[src/design/lmph_pkg.sv]
// ----------------------------------------------------------------------------
// lmph_pkg: shared types and constants of the peak-hold level meter
// Field widths, register codes, reset values and the structs passed between
// the meter pipeline stages.
// ----------------------------------------------------------------------------
package lmph_pkg;

  localparam int DEF_CHANNELS        = 8;
  localparam int DEF_SEGMENTS        = 14;
  localparam int DEF_LOG_TABLE_DEPTH = 256;

  localparam int CHAN_W     = 3;
  localparam int TIME_W     = 32;
  localparam int AMP_W      = 16;
  localparam int LEVEL_W    = 13;
  localparam int SEG_W      = 4;
  localparam int RATE_W     = 16;
  localparam int HOLD_W     = 16;
  localparam int FLOOR_W    = 7;
  localparam int CFG_IDX_W  = 2;
  localparam int CFG_DATA_W = 16;

  // log2 attenuation in Q16 (below 16 octaves), dB attenuation in Q16
  localparam int LOG2_W      = 20;
  localparam int DB_W        = 19;
  localparam int ATTDB_W     = 23;
  localparam int SCALED_W    = 19;
  localparam int RECIP_SHIFT = 27;
  localparam int RECIP_W     = 28;

  // 20*log10(2) in Q16
  localparam logic [DB_W-1:0]    DB_PER_OCTAVE = 19'd394566;
  localparam logic [LEVEL_W-1:0] FULL_LEVEL    = 13'd4096;

  localparam logic [RATE_W-1:0]  RESET_FALL_RATE = 16'd8389;
  localparam logic [HOLD_W-1:0]  RESET_PEAK_HOLD = 16'd1500;
  localparam logic [FLOOR_W-1:0] RESET_FLOOR_DB  = 7'd48;

  typedef enum logic [CFG_IDX_W-1:0] {
    REG_FALL_RATE = 2'd0,
    REG_PEAK_HOLD = 2'd1,
    REG_FLOOR_DB  = 2'd2
  } cfg_reg_t;

  typedef struct packed {
    logic [RATE_W-1:0]  fall_rate;
    logic [HOLD_W-1:0]  peak_hold_ms;
    logic [FLOOR_W-1:0] floor_db;
  } cfg_t;

  // sideband that travels with a sample through the height pipeline
  typedef struct packed {
    logic [CHAN_W-1:0] chan;
    logic [TIME_W-1:0] now_ms;
  } tag_t;

  typedef struct packed {
    logic [CHAN_W-1:0]  chan;
    logic [LEVEL_W-1:0] bar;
    logic [LEVEL_W-1:0] peak;
    logic               visible;
  } meter_t;

  typedef struct packed {
    logic [CHAN_W-1:0]  chan;
    logic [LEVEL_W-1:0] bar;
    logic [LEVEL_W-1:0] peak;
    logic [SEG_W-1:0]   lit;
    logic [SEG_W-1:0]   peak_seg;
    logic               visible;
  } result_t;

endpackage

[src/design/lmph_seg.sv]
// ----------------------------------------------------------------------------
// lmph_seg: segment counts and result register
// Lit segment count and peak marker segment from the bar and peak heights.
// ----------------------------------------------------------------------------
module lmph_seg #(
  parameter int SEGMENTS = lmph_pkg::DEF_SEGMENTS
) (
  input  logic              clk,
  input  logic              rst,
  input  logic              en,
  input  logic              in_valid,
  input  lmph_pkg::meter_t  in_meter,
  output logic              out_valid,
  output lmph_pkg::result_t out_res
);
  import lmph_pkg::*;

  localparam int ProdW = LEVEL_W + $clog2(SEGMENTS + 1) + 1;
  localparam int CntW  = ProdW - 12;

  logic [CntW-1:0] lit;
  logic [CntW-1:0] pr;
  logic [CntW-1:0] pseg;

  always_comb begin
    lit = CntW'((ProdW'(in_meter.bar) * ProdW'(SEGMENTS) + ProdW'(2048)) >> 12);
    pr  = CntW'((ProdW'(in_meter.peak) * ProdW'(SEGMENTS) + ProdW'(2048)) >> 12);
    if (!in_meter.visible || pr == '0) begin
      pseg = '0;
    end else if (pr - CntW'(1) > CntW'(SEGMENTS - 1)) begin
      pseg = CntW'(SEGMENTS - 1);
    end else begin
      pseg = pr - CntW'(1);
    end
  end

  always_ff @(posedge clk) begin
    if (rst) begin
      out_valid <= 1'b0;
    end else if (en) begin
      out_valid <= in_valid;
    end
  end

  always_ff @(posedge clk) begin
    if (en) begin
      out_res.chan     <= in_meter.chan;
      out_res.bar      <= in_meter.bar;
      out_res.peak     <= in_meter.peak;
      out_res.lit      <= lit[SEG_W-1:0];
      out_res.peak_seg <= pseg[SEG_W-1:0];
      out_res.visible  <= in_meter.visible;
    end
  end

endmodule

[config.mk]
export PLATFORM = sky130hd
export DESIGN_NAME = lmph_seg
export DESIGN_NICKNAME = d
export VERILOG_FILES = /design/src/design/lmph_pkg.sv /design/src/design/lmph_seg.sv
export SDC_FILE = /design/constraint.sdc
export NUM_CORES = 1
export LEC_CHECK = 0
export BUFFER_PORTS_ARGS = -buffer_cell sky130_fd_sc_hd__buf_2
export CAP_MARGIN = 25
export CORE_ASPECT_RATIO = 0.6
export CORE_MARGIN = 2
export CORE_UTILIZATION = 40
export DETAILED_ROUTE_END_ITERATION = 16
export PLACE_DENSITY = 0.72
export SYNTH_ARGS = -nofsm -noshare
export SYNTH_HDL_FRONTEND = slang
export SYNTH_SLANG_ARGS = --single-unit
[constraint.sdc]
create_clock -name clk -period 5.6 [get_ports clk]
set_input_delay 0.84 -clock clk [delete_from_list [all_inputs] [get_ports clk]]
set_output_delay 0.84 -clock clk [all_outputs]
set_load 0.02 [all_outputs]
==> impl_metrics.tcl <==
set metrics [dict create \
    cts.repair.resized 0 \
    numPortBuffers 72 \
    remaining_drc_errors 0 \
    post_drt_wl_per_cell_um 14.5 \
    start_util_pct 40.9 \
    synth-xor-area-share_pct 5.42 \
    drive_gt1_share_pct 30.1 \
    period_share_pct 87.7 \
    rr_worst_depth 2 \
    synth-async-reset-ratio_pct 0 \
    clock_latency_ns 0.28 \
    status "completed" \
    num-nets-final 426 \
    fin_util_pct 49.2 \
    arrival_ns 4.95 \
    fin_skew_ns 0 \
    synth_sequential_area_ratio_pct 36.5 \
    min_period_ns 4.91 \
    tightest_slew_ns 0.917 \
    syn_nets 349 \
    fillers 715 \
    cp.required_ns 5.64 \
    yosys-top-cells-area "edfxtp_1 36%, fa_1 15%, ha_1 13%, inv_1 3.4%, xnor2_1 2.2%" \
    worst_slack_ns 0.690 \
    place_hpwl_mm 5.13 \
    r2r-start "out_valid" \
    ys_ff_latch 39 \
    grt_pass1_wl_mm 10.9 \
    irDropWorstVdd_uv 232 \
    synth_cells 258 \
    root_buffer "clkbuf_16" \
    slew_viol_final 0 \
    min_to "out_valid" \
    synthAdderAreaFrac_pct 28.4 \
    synth_largest_area_cell "edfxtp_1" \
    dr.pass1.iters 4 \
    die_area_um2 8710 \
    grt.total_usage_pct 15.9 \
    die_w_um 119 \
    core_area_um2 7790 \
    final-hold-violation-count 0 \
    cp_max_fo 5 \
    hold_depth 2 \
    grt_pass1_vias 2269 \
    worstReg2RegEnd "out_valid" \
    avgSynthCellArea_um2 12.3 \
    grt_overflow 0 \
    grt_antenna_before_repair 0 \
    startpoint_type "input port" \
    drt-vias-per-instance 5.01 \
    synthSimpleGateAreaFrac_pct 10.5 \
    gp_congestion 0.834 \
    hold_start "out_valid" \
    routed_wl_mm 6.45 \
    grt_max_degree 40 \
    max-slew-margin-rel_pct 38.8 \
    cts_made_buffers 5 \
    p_leak_nw 1.70 \
    ff2ff_setup_slack_ns 5.01 \
    max_freq_mhz 204 \
    fp.dieH_um 73.1 \
    drt_iter0_drc 136 \
    place_ws_ns 0.459 \
    ys_types 63 \
    num_rows 25 \
    synth_edf_count 38 \
    cts_tree "yes" \
    worst-setup-path-type "input port to flop" \
    synth_compound_area_share_pct 13.9 \
    p_per_area_nw_per_um2 373 \
    syn_area_um2 3180 \
    setup_viol_count_final 0 \
    synth_top_family_by_area "adder cells" \
    cts-hold-fix-buffers 0 \
    hold_path_class "flop to flop" \
    synth_top_area_share_pct 35.8 \
    area_growth_pct 20.4 \
    crit_start "in_meter[8]" \
    ant_nets 0 \
    via_count 2226 \
    rsz0062_at_grt "no" \
    diodes 0 \
    cts.clk_slew.worst_paths_ns 0.06 \
    fin_setup_tns_ns 0 \
    drv_cap 0 \
    ys.flop_type "edfxtp_1" \
    muxShareOfSynthArea_pct 1.57 \
    crit_path_end_kind "flop" \
    ys_warn_count 0 \
    cts_setup_buffers 0 \
    cts_htree_levels 2 \
    ioPinCount 73 \
    clock-sinks 39 \
    clock_path_buffers 2 \
]
==> registers in the layout, indices dropped and copies added (netlist names) <==
signal and cells:
out_valid 1, out_res 38
==> area by class of cell <==
cell class	count	area, um^2	area share, %
Multi-Input combinational cell	187	1900	49.6
Sequential cell	39	1160	30.3
Timing Repair Buffer	72	360	9.40
Tap cell	108	135	3.52
Clock buffer	5	125	3.26
Inverter	30	113	2.94
Clock inverter	3	38.8	1.01
==> cell usage in the layout, fill, tap and decap left out, types with 3 or more instances in the layout <==
cell type | netlist | routed
inv_1 | 29 | 29
nand3_1 | 6 | 6
and3b_1 | 3 | 3
edfxtp_1 | 38 | 38
buf_2 | 1 | 72
nand2b_1 | 4 | 4
fa_1 | 24 | 24
a21o_1 | 5 | 5
xnor2_1 | 8 | 8
xor2_1 | 8 | 8
clkbuf_16 | 0 | 5
nand2_1 | 12 | 12
a21oi_2 | 4 | 4
a21oi_1 | 9 | 9
nor3_1 | 3 | 3
ha_1 | 33 | 33
mux2i_1 | 5 | 5
o21ai_0 | 3 | 3
nor2_1 | 4 | 4
o211ai_1 | 5 | 5
==> cell usage after synthesis (2+ instances only) <==
cell	count
edfxtp_1	38
ha_1	33
inv_1	29
fa_1	24
nand2_1	12
a21oi_1	9
xnor2_1	8
xor2_1	8
nand3_1	6
a21o_1	5
mux2i_1	5
o211ai_1	5
a21oi_2	4
nand2b_1	4
nor2_1	4
and3b_1	3
nor3_1	3
o21ai_0	3
a221oi_1	2
and2_1	2
and3_2	2
and4bb_2	2
nor2b_1	2
nor3b_1	2
o21ai_1	2
o221ai_1	2
or4_1	2
xnor2_2	2
==> metrics by stage <==
| stage | std cells | power, mW | instance area [um^2] | hold slack, ns |
|---|---|---|---|---|
| after floorplan | 258 | 0.932 | 3180 | 0.579 |
| after global placement | 436 | 1.09 | 3670 | 0.470 |
| after detailed placement | 436 | 1.11 | 3670 | 0.487 |
| after CTS | 444 | 1.44 | 3830 | 0.499 |
| after global routing | 444 | 1.55 | 3830 | 0.572 |
| final | 444 | 1.43 | 3830 | 0.506 |
==> worst max-delay path, stage by stage <==
cell and delay [ns]:
buf_2 0.14, inv_1 0.07, fa_1 0.53, inv_1 0.05, ha_1 0.36, nand2_1 0.12, a21oi_1 0.05, a211o_2 0.36
xor2_1 0.15, ha_1 0.24, xnor2_1 0.18, xor2_1 0.37, inv_2 0.12, ha_1 0.25, nor3b_1 0.25, nand3_1 0.12
or4_1 0.41, o2111a_1 0.15, and3b_1 0.17
==> how the worst max path moves through the flow <==
stage	end	cells after the start
global route	out_res[2]	19
CTS	out_res[2]	19
floorplan	out_res[2]	19
finish	out_res[2]	19
detailed placement	out_res[2]	19
global placement	out_res[2]	19
==> layer usage <==
metal	GRT usage, %	up-vias	wire length (um)
met2	24.9	71	2850
li1	-	1099	-
met4	3.17	0	48
met5	0	-	0
met3	4.14	4	368
met1	22.5	1052	3190
==> power breakdown <==
| group | leakage [nW] | switching [mW] | internal [mW] |
|---|---|---|---|
| registers | 0.380 | 0.0100 | 0.378 |
| logic | 1.24 | 0.428 | 0.293 |
| clock network | 0.0812 | 0.113 | 0.208 |
| total | 1.70 | 0.551 | 0.878 |
==> cell families (layout without fill, tap and decap cells) <==
logic type               after synthesis  count (layout)
flip-flops                            39              39
AND/OR/NAND/NOR                       53              53
adder cells (fa/ha/maj)               58              58
AO/OA/AOI/OAI                         53              53
XOR/XNOR                              18              18
multiplexers                           5               5
buffers and inverters                 32             110
No activity file was read; power rests on OpenSTA's default activity.
