$ cat src/design/lmph_pkg.sv
// ----------------------------------------------------------------------------
// lmph_pkg: shared types and constants of the peak-hold level meter
// Field widths, register codes, reset values and the structs passed between
// the meter pipeline stages.
// ----------------------------------------------------------------------------
package lmph_pkg;

  localparam int DEF_CHANNELS        = 8;
  localparam int DEF_SEGMENTS        = 14;
  localparam int DEF_LOG_TABLE_DEPTH = 256;

  localparam int CHAN_W     = 3;
  localparam int TIME_W     = 32;
  localparam int AMP_W      = 16;
  localparam int LEVEL_W    = 13;
  localparam int SEG_W      = 4;
  localparam int RATE_W     = 16;
  localparam int HOLD_W     = 16;
  localparam int FLOOR_W    = 7;
  localparam int CFG_IDX_W  = 2;
  localparam int CFG_DATA_W = 16;

  // log2 attenuation in Q16 (below 16 octaves), dB attenuation in Q16
  localparam int LOG2_W      = 20;
  localparam int DB_W        = 19;
  localparam int ATTDB_W     = 23;
  localparam int SCALED_W    = 19;
  localparam int RECIP_SHIFT = 27;
  localparam int RECIP_W     = 28;

  // 20*log10(2) in Q16
  localparam logic [DB_W-1:0]    DB_PER_OCTAVE = 19'd394566;
  localparam logic [LEVEL_W-1:0] FULL_LEVEL    = 13'd4096;

  localparam logic [RATE_W-1:0]  RESET_FALL_RATE = 16'd8389;
  localparam logic [HOLD_W-1:0]  RESET_PEAK_HOLD = 16'd1500;
  localparam logic [FLOOR_W-1:0] RESET_FLOOR_DB  = 7'd48;

  typedef enum logic [CFG_IDX_W-1:0] {
    REG_FALL_RATE = 2'd0,
    REG_PEAK_HOLD = 2'd1,
    REG_FLOOR_DB  = 2'd2
  } cfg_reg_t;

  typedef struct packed {
    logic [RATE_W-1:0]  fall_rate;
    logic [HOLD_W-1:0]  peak_hold_ms;
    logic [FLOOR_W-1:0] floor_db;
  } cfg_t;

  // sideband that travels with a sample through the height pipeline
  typedef struct packed {
    logic [CHAN_W-1:0] chan;
    logic [TIME_W-1:0] now_ms;
  } tag_t;

  typedef struct packed {
    logic [CHAN_W-1:0]  chan;
    logic [LEVEL_W-1:0] bar;
    logic [LEVEL_W-1:0] peak;
    logic               visible;
  } meter_t;

  typedef struct packed {
    logic [CHAN_W-1:0]  chan;
    logic [LEVEL_W-1:0] bar;
    logic [LEVEL_W-1:0] peak;
    logic [SEG_W-1:0]   lit;
    logic [SEG_W-1:0]   peak_seg;
    logic               visible;
  } result_t;

endpackage

$ cat src/design/lmph_state.sv
// ----------------------------------------------------------------------------
// lmph_state: per-channel bar and peak-hold state
// Read-modify-write of one channel per beat: bar fall over elapsed time,
// rise to the fresh height, peak capture and hold expiry.
// ----------------------------------------------------------------------------
module lmph_state #(
  parameter int CHANNELS = lmph_pkg::DEF_CHANNELS
) (
  input  logic                         clk,
  input  logic                         rst,
  input  logic                         en,
  input  logic                         in_valid,
  input  lmph_pkg::tag_t               in_tag,
  input  logic [lmph_pkg::LEVEL_W-1:0] fresh,
  input  lmph_pkg::cfg_t               cfg,
  output logic                         out_valid,
  output lmph_pkg::meter_t             out_meter
);
  import lmph_pkg::*;

  // only the channels a 3-bit field can reach ever hold state
  localparam int Slots = (CHANNELS < 2**CHAN_W) ? CHANNELS : 2**CHAN_W;
  localparam int SlotW = (Slots > 1) ? $clog2(Slots) : 1;
  localparam int FallW = RATE_W + TIME_W;

  logic [SlotW-1:0] chan_map [2**CHAN_W];

  for (genvar gc = 0; gc < 2**CHAN_W; gc++) begin : g_map
    assign chan_map[gc] = SlotW'(gc % CHANNELS);
  end

  logic [LEVEL_W-1:0] level_store      [Slots];
  logic [LEVEL_W-1:0] peak_store       [Slots];
  logic [TIME_W-1:0]  peak_start_store [Slots];
  logic [TIME_W-1:0]  last_time_store  [Slots];
  logic [Slots-1:0]   peak_active;
  logic [Slots-1:0]   seen_before;

  logic [SlotW-1:0]      c;
  logic [TIME_W-1:0]     now;
  logic                  seen_c;
  logic [LEVEL_W-1:0]    lvl_old;
  logic [LEVEL_W-1:0]    peak_old;
  logic [TIME_W-1:0]     start_old;
  logic [TIME_W-1:0]     dt;
  logic [FallW-1:0]      fall;
  logic [FallW-11:0]     fall_lvl;
  logic [LEVEL_W-1:0]    decayed;
  logic [LEVEL_W-1:0]    lvl_next;
  logic                  expired;
  logic                  take;
  logic [LEVEL_W-1:0]    peak_next;
  logic                  active_next;
  logic [TIME_W-1:0]     start_next;
  logic                  visible;

  always_comb begin
    c         = chan_map[in_tag.chan];
    now       = in_tag.now_ms;
    seen_c    = seen_before[c];
    // level of an unseen channel is its reset value
    lvl_old   = seen_c ? level_store[c] : '0;
    peak_old  = peak_store[c];
    start_old = peak_start_store[c];

    dt       = (seen_c && now > last_time_store[c]) ? now - last_time_store[c] : '0;
    fall     = FallW'(cfg.fall_rate) * FallW'(dt);
    fall_lvl = fall[FallW-1:10];
    decayed  = (fall_lvl >= (FallW-10)'(lvl_old)) ? '0 : lvl_old - fall_lvl[LEVEL_W-1:0];
    lvl_next = (fresh > decayed) ? fresh : decayed;

    // an inactive peak (also any unseen channel) is always replaced
    expired = !peak_active[c] ||
              (now >= start_old && (now - start_old) > TIME_W'(cfg.peak_hold_ms));
    take    = (fresh >= peak_old) || expired;

    peak_next   = take ? fresh : peak_old;
    active_next = take ? (fresh != '0) : peak_active[c];
    start_next  = take ? ((fresh != '0) ? now : '0) : start_old;

    visible = active_next &&
              (now < start_next || (now - start_next) < TIME_W'(cfg.peak_hold_ms));
  end

  always_ff @(posedge clk) begin
    if (rst) begin
      peak_active <= '0;
      seen_before <= '0;
    end else if (en && in_valid) begin
      peak_active[c] <= active_next;
      seen_before[c] <= 1'b1;
    end
  end

  always_ff @(posedge clk) begin
    if (en && in_valid) begin
      level_store[c]      <= lvl_next;
      peak_store[c]       <= peak_next;
      peak_start_store[c] <= start_next;
      last_time_store[c]  <= now;
    end
  end

  always_ff @(posedge clk) begin
    if (rst) begin
      out_valid <= 1'b0;
    end else if (en) begin
      out_valid <= in_valid;
    end
  end

  always_ff @(posedge clk) begin
    if (en) begin
      out_meter.chan    <= in_tag.chan;
      out_meter.bar     <= lvl_next;
      out_meter.peak    <= peak_next;
      out_meter.visible <= visible;
    end
  end

endmodule

$ cat config.mk
export PLATFORM = sky130hd
export DESIGN_NAME = lmph_state
export DESIGN_NICKNAME = d
export VERILOG_FILES = /design/src/design/lmph_pkg.sv /design/src/design/lmph_state.sv
export SDC_FILE = /design/constraint.sdc
export NUM_CORES = 2
export LEC_CHECK = 0
export BUFFER_PORTS_ARGS = -buffer_cell sky130_fd_sc_hd__buf_4
export CAP_MARGIN = 20
export CORE_ASPECT_RATIO = 0.9
export CORE_MARGIN = 4
export CORE_UTILIZATION = 38
export DETAILED_ROUTE_END_ITERATION = 10
export PLACE_DENSITY = 0.52
export SETUP_SLACK_MARGIN = 0.15
export SYNTH_ARGS = -nofsm -noshare
export SYNTH_HDL_FRONTEND = slang
export SYNTH_SLANG_ARGS = --single-unit
$ cat constraint.sdc
create_clock -name clk -period 14 [get_ports clk]
set_input_delay 0 -clock clk [delete_from_list [all_inputs] [get_ports clk]]
set_output_delay 0 -clock clk [all_outputs]
set_load 0.03 [all_outputs]
==> summary.md <==
| Metric | Value |
|---|---|
| Result of the run | finished, final reports clean |
| Layout Skew | roughly 0.055 ns |
| CP bufs+invs | 7 |
| Data arrival time at the worst-slack endpoint | 13.68 ns |
| DP Wirelength | 107400 um |
| Number of buffers added on ports | 114 |
| Pin count of the biggest net entering global routing | 53 |
| Chip width | between 400 and 500 um |
| Critical Setup Path Class | flip-flop to flip-flop |
| Leak Pwr | 24.68 nW |
| Post-synthesis cell type count | 85 |
| First-pass iteration count of the detailed router | 6 |
| Number of cells on the worst reg-to-reg path | 54 |
| Post-route insts no fill | 6553 |
| Max_cap viols | 0 |
| Worst skew pair latency | 0.68 ns |
| Setup slack, reg-to-reg | 0.73 ns |
| Number of placed instances, taps included | 6337 |
| Final period util | a little over nine tenths |
| Most used cells in the layout excluding fill and tap cells | sky130_fd_sc_hd__edfxtp_1 (750), sky130_fd_sc_hd__inv_1 (490), sky130_fd_sc_hd__nand2_1 (434), sky130_fd_sc_hd__fa_1 (419), sky130_fd_sc_hd__buf_4 (343) |
| Minimum period implied by the final worst setup slack | 13.27 ns |
| Launching element of the worst setup path | last_time_store[7][27] |
| Cell type group with the largest total delay on the critical path | compound AO/OA/AOI/OAI gates |
| H-tree level count | 3 |
| #FFs+latches synth | 767 |
| CTS tree | built |
| Mapped Area | 53730 um2 |
| Total power divided by cell area | 95.42 nW/um2 |
| Antenna violations before repair | 4 |
| Number of top-level pins | roughly 120 |
| Clock tree sinks | 767 |
| Total Nets Final | approximately 5.4k |
| Crit Reg-Reg Endpoint | out_meter[14] |
| Max Root-Sink Buffers | 3 |
| Crit. path cell count | 54 |
| Clock power share | 35.1% |
| Chip Height | ~360 um |
| Startpoint type of the worst setup path | flip-flop |
| Actual transition at the worst max-transition pin | around 1.1 ns |
| Sw power | about 1.7 mW |
| Layout area overhead | 14.85% |
| Global Route Usage Sum | 20.16% |
| Sequential cell area fraction in the yosys report | 42.55% |
| Antenna Violating Nets Remaining | 0 |
| Post-Synthesis Cells | ~4.3k |
| Normalized max-slew margin | 29.69% |
| Final number of max-transition violations | 0 |
| Root buf cell | sky130_fd_sc_hd__clkbuf_16 |
| Routed len/inst | 22.51 um |
| VDD IR-drop max | 0.1000 mV |
| Initial core utilization | 38.36% |
| Fraction of layout cells with a size suffix above 1 | approximately 17% |
| Switching fraction of total power | 28.43% |
| Final core area utilization | 44.06% |
| Detailed router's first-iteration violation count | 2247 |
| Synth Flop Type | sky130_fd_sc_hd__edfxtp_1 |
| Sequential power share | roughly 44% |
| Average cell area after synthesis | 12.41 um2 |
| Final Hold Viols | 0 |
| Max frequency | 75.33 MHz |
| Core Rows | 130 |
| Die area | 147500 um2 |
| Launch instance of the worst register-to-register path | last_time_store[7][27] |
| DRC viols | 0 |
| Nature of the critical path endpoint | flip-flop |
| Worst path required time | between 10 and 15 ns |
| Total via count after detailed routing | between 30k and 40k |
| Combinational cell fraction of total power | 20.6% |
| # setup viols final | 0 |
| Most common library cell in the layout ignoring fill and taps | sky130_fd_sc_hd__edfxtp_1 |
| Routed wire length | 147500 um |
| Synth warnings | 0 |
| Clock-pin slew on the worst setup and hold paths | 0.06 ns |
| Post-Syn Nets | 5137 |
| Post-synth EDFFs | 750 |
| Hold WC Path Type | primary input to flip-flop |
| Wire length of the first global-routing pass | around 230000 um |
| Capture point of the critical path | out_meter[14] |
| Gr ovfl total | 0 |
| Unrepaired setup endpoints after global routing | no |
| Critical path's largest stage delay | 0.59 ns |
| Internal power | 4.214 mW |
| Fraction of registers with async set/reset | 0% |
| Global placement routability congestion | 0.8721 |
| TritonCTS Buffers | 81 |
| Most repeated library cell on the critical path | sky130_fd_sc_hd__fa_1 |
| Detail-routed via count per cell | 5.351 |
| Std-Cell Core Area | 140000 um2 |
| Critical-path maximum fanout | 11 |
| Slowest stage cell, crit path | sky130_fd_sc_hd__fa_1 |
| Number of global-route vias before repair | approximately 37k |
-- worst min-delay path, delay by kind of cell --
family / cells / cell delay, ns
buf+inv: 2 / 0.25
compound gates: 1 / 0.17
simple gates: 1 / 0.18
-- layer usage --
layer | track usage [%] | vias up | share of wire [%]
li1 | - | 16000 | -
met2 | 31.97 | 829 | 46
met4 | 4.398 | 0 | 2.1
met3 | 3.490 | 176 | 5.2
met5 | 0 | - | 0
met1 | 29.16 | 18070 | 47
-- registers in the layout, summed over array words and instances (netlist names) --
| name | cells |
|---|---|
| peak_active | 8 |
| out_valid | 1 |
| seen_before | 8 |
| peak_store | 104 |
| last_time_store | 256 |
| out_meter | 30 |
| level_store | 104 |
| peak_start_store | 256 |
-- area by class of cell --
cell class,count,area (um2)
diodes,4,10.01
clock buffers,93,2092
clock inverters,54,479.2
fillers,12900,78340
inverters,490,1839
multi-input cells,2883,28740
flip-flops and latches,767,22860
well taps,1848,2312
repair buffers,414,3371
-- logic make-up (layout without fill, tap and decap cells) --
| group | after synthesis | after routing | synth area share (%) |
|---|---|---|---|
| mux | 352 | 352 | 10.96 |
| buf+inv | 682 | 1051 | 4.916 |
| xor+xnor | 90 | 90 | 1.467 |
| simple gates | 1121 | 1121 | 10.22 |
| flops | 767 | 767 | 42.55 |
| other cells | 0 | 4 | 0 |
| compound gates | 602 | 604 | 7.334 |
| fa+ha+maj | 716 | 716 | 22.56 |
-- what timing repair did --
| item | in CTS | in global routing |
|---|---|---|
| setup endpoints to repair | 72 | 117 |
| resized for setup | 4 | 97 |
| hold buffers | 47 | 0 |
| hold endpoints to repair | 584 | 0 |
| setup buffers | 0 | 13 |
| pin swaps | 0 | 32 |
| cloned | 0 | 5 |
-- power groups by stage --
stage | clock network (mW) | registers [mW] | logic (mW)
floorplan | 0 | 2.68 | 0.708
detailed placement | 0 | 2.66 | 1.15
finish | 2.06 | 2.61 | 1.22
CTS | 2.13 | 2.61 | 1.17
global route | 2.23 | 2.61 | 1.34
global placement | 0 | 2.66 | 1.15
-- Yosys cell counts (all sizes together), types with 40 or more instances --
library cell / n / area, um2
inv: 490 / 1839
nand2: 435 / 1633
nand4: 40 / 250.2
clkbuf: 145 / 544.3
a21oi: 171 / 859.6
ha: 295 / 3691
and2: 210 / 1314
mux2i: 129 / 1304
edfxtp: 750 / 22520
and3: 42 / 262.8
o21ai: 124 / 624.4
a21o: 96 / 720.7
xnor2: 51 / 446.7
buf: 47 / 257.8
fa: 421 / 8428
nor2: 172 / 648.1
mux4: 184 / 4144
-- stage by stage --
step                hold WS [ns]  TNS [ns]  power, mW  cell area [um2]  setup slack [ns]
finish                   0.06095         0      5.888            61710            0.7253
global route             0.05087         0      6.175            61700            0.1195
CTS                      0.01009         0      5.906            61140            0.2122
detailed placement        0.2913    -3.771      3.810            58080           -0.1244
global placement          0.2752         0      3.806            58080           0.01384
floorplan                0.09887         0      3.383            53760            0.1835
-- worst min path at each step --
stage,start,end,depth (start not counted)
detailed placement,in_valid,out_valid,3
finish,fresh[1],out_meter[15],4
CTS,fresh[12],level_store[3][12],4
global route,fresh[1],level_store[6][1],4
global placement,in_valid,out_valid,3
floorplan,in_tag[0],last_time_store[0][0],0
No activity file was read; power rests on OpenSTA's default activity.
